[config.mk]
export PLATFORM = sky130hd
export DESIGN_NAME = stable_matching_engine
export DESIGN_NICKNAME = d
export VERILOG_FILES = /design/src/rtl/smatch_pkg.sv /design/src/rtl/smatch_ctrl.sv /design/src/rtl/smatch_dp.sv /design/src/rtl/stable_matching_engine.sv
export SDC_FILE = /design/constraint.sdc
export NUM_CORES = 2
export LEC_CHECK = 0
export BUFFER_PORTS_ARGS = -buffer_cell sky130_fd_sc_hd__buf_4
export CORE_MARGIN = 2
export CORE_UTILIZATION = 45
export DETAILED_ROUTE_END_ITERATION = 12
export MAX_ROUTING_LAYER = met4
export PLACE_DENSITY_LB_ADDON = 0.12
export SKIP_LAST_GASP = 1
export SLEW_MARGIN = 30
export SYNTH_ARGS = -nofsm -noshare
export SYNTH_HDL_FRONTEND = slang
export SYNTH_SLANG_ARGS = --single-unit
[constraint.sdc]
create_clock -name i_clk -period 6.3 [get_ports i_clk]
set_input_delay 0.315 -clock i_clk [delete_from_list [all_inputs] [get_ports i_clk]]
set_output_delay 0.315 -clock i_clk [all_outputs]
set_load 0.05 [all_outputs]
[src/rtl/smatch_pkg.sv]
// Shared constants, codes and controller/datapath interface types for the stable matching engine.
`timescale 1ns / 1ps

package smatch_pkg;

    localparam int MAX_PEOPLE = 16;
    localparam int IDX_W      = 4;               // person / position / partner index
    localparam int CNT_W      = 5;               // counts that must reach MAX_PEOPLE
    localparam int MEM_DEPTH  = MAX_PEOPLE * MAX_PEOPLE;

    // Input operation codes
    typedef enum logic [1:0] {
        OP_LOAD_MAN   = 2'd0,
        OP_LOAD_WOMAN = 2'd1,
        OP_RUN        = 2'd2,
        OP_NONE       = 2'd3
    } t_op;

    // Commands from controller to datapath
    typedef struct packed {
        logic load_man;    // write a man's choice entry
        logic load_woman;  // write a woman's rank entry
        logic start;       // clear matching state, latch population
        logic search;      // pick lowest free man, read his next choice
        logic fetch;       // latch current holder and both ranks
        logic engage;      // pair current man with chosen woman
        logic displace;    // free the woman's previous man
        logic emit_load;   // load output register with next man
    } t_cmd;

    // Status from datapath to controller
    typedef struct packed {
        logic cand_found;     // some free man still has choices left
        logic w_invalid;      // chosen woman is outside the population
        logic w_free;         // chosen woman holds nobody
        logic suitor_better;  // woman ranks the suitor above her holder
        logic out_last;       // output register holds the final pair
    } t_status;

endpackage

[src/rtl/smatch_ctrl.sv]
// Sequencing state machine for loads, the proposal loop and the result stream.
`timescale 1ns / 1ps

module smatch_ctrl
    import smatch_pkg::*;
(
    input  logic       i_clk,
    input  logic       i_rst_n,
    input  logic       i_valid,
    output logic       o_ready,
    input  logic [1:0] i_op,
    output logic       o_valid,
    input  logic       i_ready,
    input  t_status    i_status,
    output t_cmd       o_cmd
);

    typedef enum logic [2:0] {
        S_IDLE,
        S_SEARCH,
        S_FETCH,
        S_COMPARE,
        S_EMIT
    } t_state;

    t_state r_state, n_state;
    logic   r_valid, n_valid;
    logic   in_xfer;

    assign o_ready = (r_state == S_IDLE);
    assign o_valid = r_valid;
    assign in_xfer = i_valid && o_ready;

    // Decode commands and next state
    always_comb begin
        o_cmd   = '0;
        n_state = r_state;
        n_valid = r_valid;
        case (r_state)
            S_IDLE: begin
                if (in_xfer) begin
                    case (i_op)
                        OP_LOAD_MAN:   o_cmd.load_man   = 1'b1;
                        OP_LOAD_WOMAN: o_cmd.load_woman = 1'b1;
                        OP_RUN: begin
                            o_cmd.start = 1'b1;
                            n_state     = S_SEARCH;
                        end
                        default: ;
                    endcase
                end
            end
            S_SEARCH: begin
                if (i_status.cand_found) begin
                    o_cmd.search = 1'b1;
                    n_state      = S_FETCH;
                end else begin
                    o_cmd.emit_load = 1'b1;
                    n_valid         = 1'b1;
                    n_state         = S_EMIT;
                end
            end
            S_FETCH: begin
                o_cmd.fetch = 1'b1;
                if (i_status.w_invalid) begin
                    n_state = S_SEARCH;
                end else if (i_status.w_free) begin
                    o_cmd.engage = 1'b1;
                    n_state      = S_SEARCH;
                end else begin
                    n_state = S_COMPARE;
                end
            end
            S_COMPARE: begin
                if (i_status.suitor_better) begin
                    o_cmd.engage   = 1'b1;
                    o_cmd.displace = 1'b1;
                end
                n_state = S_SEARCH;
            end
            S_EMIT: begin
                if (i_ready) begin
                    if (i_status.out_last) begin
                        n_valid = 1'b0;
                        n_state = S_IDLE;
                    end else begin
                        o_cmd.emit_load = 1'b1;
                    end
                end
            end
            default: begin
                n_state = S_IDLE;
                n_valid = 1'b0;
            end
        endcase
    end

    // Hold state and output valid
    always_ff @(posedge i_clk) begin
        if (!i_rst_n) begin
            r_state <= S_IDLE;
            r_valid <= 1'b0;
        end else begin
            r_state <= n_state;
            r_valid <= n_valid;
        end
    end

endmodule

[src/rtl/smatch_dp.sv]
// Preference memories, engagement state and output register for the matching engine.
`timescale 1ns / 1ps

module smatch_dp
    import smatch_pkg::*;
(
    input  logic             i_clk,
    input  logic             i_rst_n,
    input  logic             i_cfg_we,
    input  logic [CNT_W-1:0] i_cfg_wdata,
    input  logic [IDX_W-1:0] i_person,
    input  logic [IDX_W-1:0] i_position,
    input  logic [IDX_W-1:0] i_partner,
    input  t_cmd             i_cmd,
    output t_status          o_status,
    output logic [IDX_W-1:0] o_man_index,
    output logic [IDX_W-1:0] o_woman_index,
    output logic             o_last
);

    // Configuration and run population
    logic [CNT_W-1:0] r_people;
    logic [CNT_W-1:0] r_n;
    logic [CNT_W-1:0] pop_clamped;

    // Preference memories
    logic [IDX_W-1:0] r_man_mem  [MEM_DEPTH];
    logic [IDX_W-1:0] r_rank_mem [MEM_DEPTH];

    // Matching state
    logic [CNT_W-1:0] r_next      [MAX_PEOPLE];
    logic [IDX_W-1:0] r_man_wife  [MAX_PEOPLE];
    logic [IDX_W-1:0] r_woman_man [MAX_PEOPLE];
    logic [MAX_PEOPLE-1:0] r_man_free;
    logic [MAX_PEOPLE-1:0] r_woman_taken;

    // Proposal registers
    logic [IDX_W-1:0] r_m;
    logic [IDX_W-1:0] r_choice;
    logic [IDX_W-1:0] r_cur;
    logic [IDX_W-1:0] r_rank_suitor;
    logic [IDX_W-1:0] r_rank_cur;

    // Output register and index
    logic [IDX_W-1:0] r_emit_idx;
    logic [IDX_W-1:0] r_out_man;
    logic [IDX_W-1:0] r_out_woman;
    logic             r_out_last;

    logic [MAX_PEOPLE-1:0] cand;
    logic [IDX_W-1:0]      cand_idx;
    logic [IDX_W-1:0]      cur_holder;

    // Clamp population to 1..MAX_PEOPLE
    always_comb begin
        if (r_people == '0)
            pop_clamped = CNT_W'(1);
        else if (r_people > CNT_W'(MAX_PEOPLE))
            pop_clamped = CNT_W'(MAX_PEOPLE);
        else
            pop_clamped = r_people;
    end

    // Find the lowest free man with choices left
    always_comb begin
        cand_idx = '0;
        for (int i = 0; i < MAX_PEOPLE; i++) begin
            cand[i] = r_man_free[i] && (r_next[i] < r_n) && (CNT_W'(i) < r_n);
        end
        for (int i = MAX_PEOPLE - 1; i >= 0; i--) begin
            if (cand[i])
                cand_idx = IDX_W'(i);
        end
    end

    assign cur_holder = r_woman_man[r_choice];

    always_comb begin
        o_status.cand_found    = |cand;
        o_status.w_invalid     = ({1'b0, r_choice} >= r_n);
        o_status.w_free        = !r_woman_taken[r_choice];
        o_status.suitor_better = (r_rank_suitor < r_rank_cur);
        o_status.out_last      = r_out_last;
    end

    // Configuration register
    always_ff @(posedge i_clk) begin
        if (!i_rst_n)
            r_people <= CNT_W'(MAX_PEOPLE);
        else if (i_cfg_we)
            r_people <= i_cfg_wdata;
    end

    // Man choice memory: one write, one registered read
    always_ff @(posedge i_clk) begin
        if (i_cmd.load_man)
            r_man_mem[{i_person, i_position}] <= i_partner;
        if (i_cmd.search)
            r_choice <= r_man_mem[{cand_idx, r_next[cand_idx][IDX_W-1:0]}];
    end

    // Woman rank memory: one write, two registered reads
    always_ff @(posedge i_clk) begin
        if (i_cmd.load_woman)
            r_rank_mem[{i_person, i_partner}] <= i_position;
        if (i_cmd.fetch) begin
            r_rank_suitor <= r_rank_mem[{r_choice, r_m}];
            r_rank_cur    <= r_rank_mem[{r_choice, cur_holder}];
        end
    end

    // Engagement flags
    always_ff @(posedge i_clk) begin
        if (!i_rst_n) begin
            r_man_free    <= '1;
            r_woman_taken <= '0;
        end else if (i_cmd.start) begin
            r_man_free    <= '1;
            r_woman_taken <= '0;
        end else begin
            if (i_cmd.displace)
                r_man_free[r_cur] <= 1'b1;
            if (i_cmd.engage) begin
                r_man_free[r_m]         <= 1'b0;
                r_woman_taken[r_choice] <= 1'b1;
            end
        end
    end

    // Choice counters, partner indices and proposal registers
    always_ff @(posedge i_clk) begin
        if (i_cmd.start) begin
            r_n <= pop_clamped;
            for (int i = 0; i < MAX_PEOPLE; i++)
                r_next[i] <= '0;
        end
        if (i_cmd.search) begin
            r_m              <= cand_idx;
            r_next[cand_idx] <= r_next[cand_idx] + CNT_W'(1);
        end
        if (i_cmd.fetch)
            r_cur <= cur_holder;
        if (i_cmd.engage) begin
            r_man_wife[r_m]       <= r_choice;
            r_woman_man[r_choice] <= r_m;
        end
    end

    // Output register: advance one man per transfer
    always_ff @(posedge i_clk) begin
        if (!i_rst_n) begin
            r_emit_idx <= '0;
            r_out_last <= 1'b0;
        end else if (i_cmd.start) begin
            r_emit_idx <= '0;
        end else if (i_cmd.emit_load) begin
            r_out_man   <= r_emit_idx;
            r_out_woman <= r_man_free[r_emit_idx] ? '0 : r_man_wife[r_emit_idx];
            r_out_last  <= (({1'b0, r_emit_idx} + CNT_W'(1)) == r_n);
            r_emit_idx  <= r_emit_idx + IDX_W'(1);
        end
    end

    assign o_man_index   = r_out_man;
    assign o_woman_index = r_out_woman;
    assign o_last        = r_out_last;

endmodule

[src/rtl/stable_matching_engine.sv]
// Top level of the stable matching engine: controller plus datapath.
`timescale 1ns / 1ps

// Men-proposing stable matching over up to 16 men and 16 women. A load item
// (op 0 or 1) writes one preference entry. A run item (op 2) clears the
// matching state, then works one proposal at a time: search, then fetch when
// the chosen woman is free or outside the population, and search, fetch, then
// compare when her current holder must be compared, plus one final search
// that finds no free man with choices left; at most n*n proposals occur for
// population n. The proposal loop is bound by the single choice-memory read
// port and the registered rank reads.
// Afterwards one result per man, in man order, leaves through an output
// register at one per cycle while the consumer is ready; the input is not
// ready from the run transfer until the flagged last result is taken. A man
// left unmatched reports woman 0. The population register may be written any
// time the block is idle and is sampled at the start of each run.
module stable_matching_engine
    import smatch_pkg::*;
(
    input  logic             i_clk,
    input  logic             i_rst_n,
    input  logic             i_cfg_we,
    input  logic [CNT_W-1:0] i_cfg_wdata,
    input  logic             i_valid,
    output logic             o_ready,
    input  logic [1:0]       i_op,
    input  logic [IDX_W-1:0] i_person,
    input  logic [IDX_W-1:0] i_position,
    input  logic [IDX_W-1:0] i_partner,
    output logic             o_valid,
    input  logic             i_ready,
    output logic [IDX_W-1:0] o_man_index,
    output logic [IDX_W-1:0] o_woman_index,
    output logic             o_last
);

    t_cmd    cmd;
    t_status status;

    smatch_ctrl u_ctrl (
        .i_clk    (i_clk),
        .i_rst_n  (i_rst_n),
        .i_valid  (i_valid),
        .o_ready  (o_ready),
        .i_op     (i_op),
        .o_valid  (o_valid),
        .i_ready  (i_ready),
        .i_status (status),
        .o_cmd    (cmd)
    );

    smatch_dp u_dp (
        .i_clk         (i_clk),
        .i_rst_n       (i_rst_n),
        .i_cfg_we      (i_cfg_we),
        .i_cfg_wdata   (i_cfg_wdata),
        .i_person      (i_person),
        .i_position    (i_position),
        .i_partner     (i_partner),
        .i_cmd         (cmd),
        .o_status      (status),
        .o_man_index   (o_man_index),
        .o_woman_index (o_woman_index),
        .o_last        (o_last)
    );

endmodule
# [After elaboration in Yosys (flattened, before gate mapping)]
# Memories as Yosys holds them, arrays and structs flattened. A register that Yosys moved wholly into a read port is not among the register bits.
# Cells that the tools add are included.
[word_totals] output_inout_bits=11 mem_count=5 wordCells=202 inputBits=24 ff_bits=63 mem_bits_rw=2256
[classes] n_addsub=3 n_eq_ne=12 reduce_logical=48 bitwise_logic=7 order_cmp=42 muxes=73
[mem_list] memory="u_dp.r_man_mem" words=256 word_bits=4 rd=1 rd_ports_with_merged_regs=1 write_ports=1 line="smatch_dp.sv:27" rtl="logic [IDX_W-1:0] r_man_mem [MEM_DEPTH];"
[mem_list] memory="u_dp.r_rank_mem" words=256 word_bits=4 rd=2 rd_ports_with_merged_regs=2 write_ports=1 line="smatch_dp.sv:28" rtl="logic [IDX_W-1:0] r_rank_mem [MEM_DEPTH];"
[mem_list] memory="u_dp.r_next" words=16 word_bits=5 rd=17 rd_ports_with_merged_regs=0 write_ports=16 line="smatch_dp.sv:31" rtl="logic [CNT_W-1:0] r_next [MAX_PEOPLE];"
[mem_list] memory="u_dp.r_man_wife" words=16 word_bits=4 rd=1 rd_ports_with_merged_regs=1 write_ports=1 line="smatch_dp.sv:32" rtl="logic [IDX_W-1:0] r_man_wife [MAX_PEOPLE];"
[mem_list] memory="u_dp.r_woman_man" words=16 word_bits=4 rd=1 rd_ports_with_merged_regs=0 write_ports=1 line="smatch_dp.sv:33" rtl="logic [IDX_W-1:0] r_woman_man [MAX_PEOPLE];"
[ops] cell="< comparator 5 bit" count=16
[ops] cell="two-way mux 4 bit" count=17
[ops] cell="two-way mux 16 bit" count=4
[ops] cell="< comparator 4 x 5 -> 1 bit, first input constant" count=8
[ops] cell="logical AND 1 bit" count=36
[ops] cell="OR 16 bit" count=2
[ops] cell="two-way mux 1 bit" count=31
[ops] cell="two-way mux 3 bit" count=7
[ops] cell="< comparator 3 x 5 -> 1 bit, first input constant" count=4
[ops] cell="< comparator 4 x 5 -> 1 bit, second input constant" count=4
[ops] cell="AND 16 bit" count=1
[ops] cell="inverter 16 bit" count=1
[ops] cell="OR reduction 16 bit" count=1
[ops] cell="case mux 3 bit (5 select lines)" count=1
[ops] cell="demux 1 bit (select 4 bit)" count=3
[ops] cell=">= comparator 4 x 1 -> 1 bit, second input constant" count=3
[ops] cell="< comparator 1 x 5 -> 1 bit, first input constant" count=2
[ops] cell="< comparator 2 x 5 -> 1 bit, first input constant" count=2
[ops] cell="two-way mux 5 bit" count=2
[ops] cell="binary-select mux 1 bit (select 4 bit)" count=2
[ops] cell="!= test 2 bit, second input constant" count=4
[ops] cell="AND reduction 4 bit" count=2
[ops] cell="equality test 3 x 2 -> 1 bit, second input constant" count=2
[ops] cell="two-way mux 2 bit" count=3
[ops] cell="other kinds (23)" count=27

# [Logic depth before layout (Yosys ltp)]
# An unclocked memory read counts as a cell.
[depth] word_depth=23 mapped_depth=27 mapped_depth_nobuf=19

# [Hierarchy]
# From an unflattened synthesis, not the netlist that was laid out.
[hier_totals] cells_unflattened=5940 area_unflattened_um2=103314.1
[by_module_without_submodules] mod="smatch_dp" area_per_inst_um2=103030.1 cells_per_inst=5905 seq_area_each_um2=69576.7 instances=1
[by_module_without_submodules] mod="smatch_ctrl" area_per_inst_um2=284.0 cells_per_inst=35 seq_area_each_um2=80.1 instances=1

# [Least setup slack after synthesis]
# Ideal clock, no wire load.
[synth_timing] kind="flip-flop to flip-flop" startpoint="reg u_dp.r_n[4]" endpoint="mem u_dp.r_next[6][4] (data pin)" required_ns=6.042 arrival_time_ns=6.145 path_buffers=10 path_stages_with_launch=27 setup_time_ns=0.258 period_less_slack_ns=6.403 slack_ns=-0.103 cell_sequence="edfxtp_1 > buf_4 > inv_1 > ha_1 > nand2_1 > nand3b_1 > a311oi_1 > a211oi_1 > a211o_1 > buf_2 > a21oi_1 > mux2_2 > nor4_4 > nand2_2 > inv_2 > buf_4 > buf_4 > buf_2 > buf_2 > buf_2 > buf_1 > clkbuf_1 > ha_1 > nand3_1 > xnor2_1 > buf_2 > nor2_1"
[synth_rtl] element="from (decl)" line="smatch_dp.sv:23" rtl="logic [CNT_W-1:0] r_n;"
[synth_rtl] element="from (signal assigned)" line="smatch_dp.sv:133" rtl="r_n <= pop_clamped;"
[synth_rtl] element="to (decl)" line="smatch_dp.sv:31"

# [Worst setup path after layout]
[layout_timing] startpoint="reg u_dp.r_n[4]" endpoint="reg u_dp.r_choice[2], read port of u_dp.r_man_mem (data pin)"
[layout_between] elab_chain_len=20 word_cells_on_any_way=84 classes_between="32 x order compare; 18 x mux; 33 x reduce/logical; 1 x memory"
[layout_rtl] element="< comparator 5 bit" line="smatch_dp.sv:68" rtl="cand[i] = r_man_free[i] && (r_next[i] < r_n) && (CNT_W'(i) < r_n);"
[layout_rtl] element="logical AND 1 bit (2 in a row)" line="smatch_dp.sv:68"
[layout_rtl] element="two-way mux 4 bit (16 in a row)" line="smatch_dp.sv:71" rtl="if (cand[i])"
[layout_rtl] element="memory read (16 x 5 bit)"
[layout_rtl] element="to (decl)" line="smatch_dp.sv:39" rtl="logic [IDX_W-1:0] r_choice;"
# Parallel ways exist; a longest one is shown, timed or not.
# A chain may end at the register's enable or synchronous reset.

==> results by group <==
Timing
  – Total setup violations reported at the end of the flow: 0
  – Final critical path time including I/O delays and setup: 6200 ps
  – Remaining max-slew budget at the tightest pin: 27.6%
  – Total Neg Setup Slack: 0 ps
  – Worst-case clock skew: 33.2 ps
  – Highest clock rate: 0.161 GHz
  – Unrepaired setup endpoints after global routing: yes
  – Final Hold Slack: 71.1 ps
  – Slew at the pin closest to its max-slew limit: 1080 ps
  – Number of max-slew violations in the final report: 0
  – Final worst path period share: 98.4%
  – Final count of hold timing violations: 0

Global route
  – GR Overflow Total: 0
  – Wire length of the first global-routing pass: 468 mm
  – All-Layer GR Usage: 28.3%
  – Maximum number of pins on one net before global-route repair: 177
  – Number of global-route vias before repair: 63200
  – Initial antenna violation count: 20

Pwr
  – Largest vdd supply drop: 0.250 mV
  – Static Leak: 39.2 nW
  – Power density over the cells: 292 mW/mm^2
  – Post-route total power: 35.5 mW

Worst setup path
  – CP max stage delay: 620 ps
  – CP arrival: 6830 ps
  – Worst Setup Path Type: register to register
  – Levels on crit path: 23
  – Category of cells accounting for the largest share of critical-path delay: compound AO/OA/AOI/OAI gates
  – R2R cell count: 23
  – Critical path's slowest cell: sky130_fd_sc_hd__or4_4
  – Most frequent CP cell: sky130_fd_sc_hd__buf_12
  – End of the worst register-to-register path: u_dp.r_choice[2]
  – Setup slack, reg-to-reg: 100 ps
  – Critical R2R Launch: u_dp.r_n[4]
  – Critical Path Start Type: register
  – Data required time at the worst endpoint: 6930 ps
  – Highest net fanout along the worst path: 39
  – Critical path buffer and inverter count: 8
  – Type of destination of the critical path: register
  – Ordered cell list for the critical path: clkinvlp_4 > buf_4 > buf_4 > ha_4 > a221o_1 > a31oi_4 > nor2_2 > buf_4 > a311oi_4 > o32a_1 > nand3_1 > a221o_2 > or4_4 > buf_12 > buf_12 > buf_12 > buf_12 > nand2_1 > a311oi_1 > a311o_1 > o211ai_1 > o31ai_2 > or4b_1

Clocking
  – Worst skew pair latency: 900 ps
  – Total clock buffers created by CTS: 240
  – Clock root buffer: sky130_fd_sc_hd__clkbuf_16
  – Clock-pin transition on the worst setup and hold timing paths: 60 ps
  – Maximum level of the CTS H-tree: 4
  – Num Clock Sinks: 2335
  – Clock buffer depth: 3
  – Clock tree from TritonCTS: built

Synthesis
  – Most area-consuming cells after synthesis: sky130_fd_sc_hd__edfxtp_1 (66%), sky130_fd_sc_hd__mux4_2 (16%), sky130_fd_sc_hd__nor2_1 (2.6%)
  – Number of enable-type register cells in the synthesized netlist: 2289
  – Count of state elements after synthesis: 2335
  – Sequential-to-total area share from yosys stat: 66.4%
  – Total nets after synthesis: 6484
  – Netlist area before placement: 0.105 mm^2
  – Proportion of synthesized flip-flops having asynchronous set or reset: 0%
  – Count of mapped cells out of synthesis: 6385
  – Syn. warnings: 0
  – Avg Synthesized Cell Area: 16.4 um^2
  – Synth top area share: 65.5%
  – Count of distinct cell types in the synthesized netlist: 100
  – Most instantiated flip-flop cell in the synthesis netlist: sky130_fd_sc_hd__edfxtp_1
  – Dominant cell type by area after synthesis: sky130_fd_sc_hd__edfxtp_1

Die
  – Die span in x: 487 um
  – Die Ht: 487 um
  – Die area: 0.237 mm^2
  – Number of rows created at floorplan: 177
  – Initial standard-cell utilization of the core: 45.2%
  – Placeable core area: 0.232 mm^2
  – Top-Level Pins: 35

Drt
  – Number of vias after detailed routing: 64000
  – Antenna-violating nets left: 0
  – Remaining routing DRC violations: 0
  – Vias/cell: 6.39
  – Final routed wirelength across all metal layers: 330 mm
  – DRC marker count from the first detailed-route iteration: 7791
  – Number of iterations in the first detailed-routing pass: 5
  – Routed wire per std cell: 32.9 um

Outcome
  – Run status: finished, final reports clean

Place
  – Detailed Place HPWL: 216 mm
  – IO buf count: 34
  – Routability congestion estimate from global placement: 0.944

Layout
  – Number of nets at the end of the flow: 6869
  – Post-layout utilization of the core: 52.3%
  – Area occupied by registers: 0.0697 mm^2
  – Fill cell instance count of the final layout: 18800
  – Area of the multi-input gates: 0.0341 mm^2
  – Fraction of layout cells with a size suffix above 1: 26.4%
  – Syn-to-layout area delta: 15.7%

Hold path
  – Hold Path Class: input port to register
  – Worst-case hold path end point: u_dp.r_rank_mem[250][1]
  – Start point of the worst hold path: i_position[1]
  – WHS Path Cells: 1

Flow run
  – Max-capacitance violation count: 0
registers in the layout, summed over array words and instances (netlist names), 3 cells and up:
name / cells
u_dp.r_n: 5
u_dp.r_next: 80
u_dp.o_woman_index: 4
u_dp.r_man_mem: 1024
u_dp.o_man_index: 4
u_dp.r_rank_mem: 1024
u_dp.r_man_wife: 64
u_dp.r_emit_idx: 4
u_dp.r_cur: 4
u_ctrl.r_state: 3
u_dp.r_people: 5
u_dp.r_m: 4
u_dp.r_rank_suitor: 4
u_dp.r_man_free: 16
u_dp.r_woman_taken: 16
u_dp.r_rank_cur: 4
u_dp.r_woman_man: 64
u_dp.r_choice: 4
metrics by stage:
step                setup slack (ps)  cells  area (um^2)
finish                           100  10000       121000
global route                   -95.9  10000       121000
detailed placement              -446   9497       112000
global placement                -663   9493       112000
floorplan                       56.5   6385       105000
CTS                             2.23   9982       120000
cell families after synthesis:
kind of cell	count (synthesis)	share of synthesized area (%)
AOI/OAI and AO/OA	662	4.81
adders and majority gates	75	0.895
muxes	981	18.1
and+or+nand+nor	1809	7.67
buffers and inverters	512	2.07
DFF	2335	66.4
xor gates and xnor gates	11	0.0918
worst max path at each step:
stage,start,endpoint
2_1_floorplan,u_dp.r_n[3],u_dp.r_next[6][4]
3_3_place_gp,u_dp.r_n[2],u_dp.r_choice[1]
6_report,u_dp.r_n[4],u_dp.r_choice[2]
5_1_grt,u_dp.r_n[2],u_dp.r_choice[2]
3_5_place_dp,u_dp.r_n[4],u_dp.r_choice[2]
4_1_cts,u_dp.r_n[4],u_dp.r_choice[1]
area by class of cell:
cell class	instances	share of cell area (%)
tap	3043	3.14
clock buffer	297	5.21
timing repair inverter	2	0.0155
antenna	11	0.0227
inverter	57	0.223
sequential	2335	57.4
multi-input combinational	3538	28.1
timing repair buffer	596	4.75
clock inverter	151	1.16
synth_stat cells, drive strengths merged, types with 75 or more instances:
master / count
nand2: 548
o21ai: 91
mux2i: 218
clkbuf: 252
edfxtp: 2289
nor2: 726
ha: 75
nand3: 209
a21oi: 91
buf: 203
and3: 81
mux4: 726
cells in the final DEF, fill, tap and decap left out, types with 71 or more instances in the layout:
master	count
sky130_fd_sc_hd__and3_1	81
sky130_fd_sc_hd__edfxtp_1	2289
sky130_fd_sc_hd__mux2i_1	205
sky130_fd_sc_hd__a21oi_1	86
sky130_fd_sc_hd__mux4_2	722
sky130_fd_sc_hd__nand2_1	541
sky130_fd_sc_hd__o21ai_0	73
sky130_fd_sc_hd__clkbuf_16	247
sky130_fd_sc_hd__nand3_1	204
sky130_fd_sc_hd__buf_4	457
sky130_fd_sc_hd__nor2_1	714
sky130_fd_sc_hd__buf_12	71
per-layer routing:
metal  GRT usage, %  routed length (um)
met1           39.6              138000
met3           4.79               27900
met5              -                   0
met4           6.76                8480
met2           43.6              156000
what timing repair did:
action                                 in CTS  in global routing
setup buffers                              13                 32
endpoints found under the hold margin     222                 13
resized for setup                          43                165
setup endpoints to repair                   4                  4
pin swaps                                   9                 53
hold buffers                               22                  1
cloned                                      2                  5
power breakdown:
group / total, mW / internal (mW) / leakage [nW] / switching [mW]
Combinational: 4.31 / 1.70 / 14.5 / 2.60
Clock: 14.1 / 7.93 / 3.76 / 6.15
Sequential: 17.1 / 17.1 / 21.0 / 0.0282
Total: 35.5 / 26.7 / 39.2 / 8.78
No activity file was read; power rests on OpenSTA's default activity.
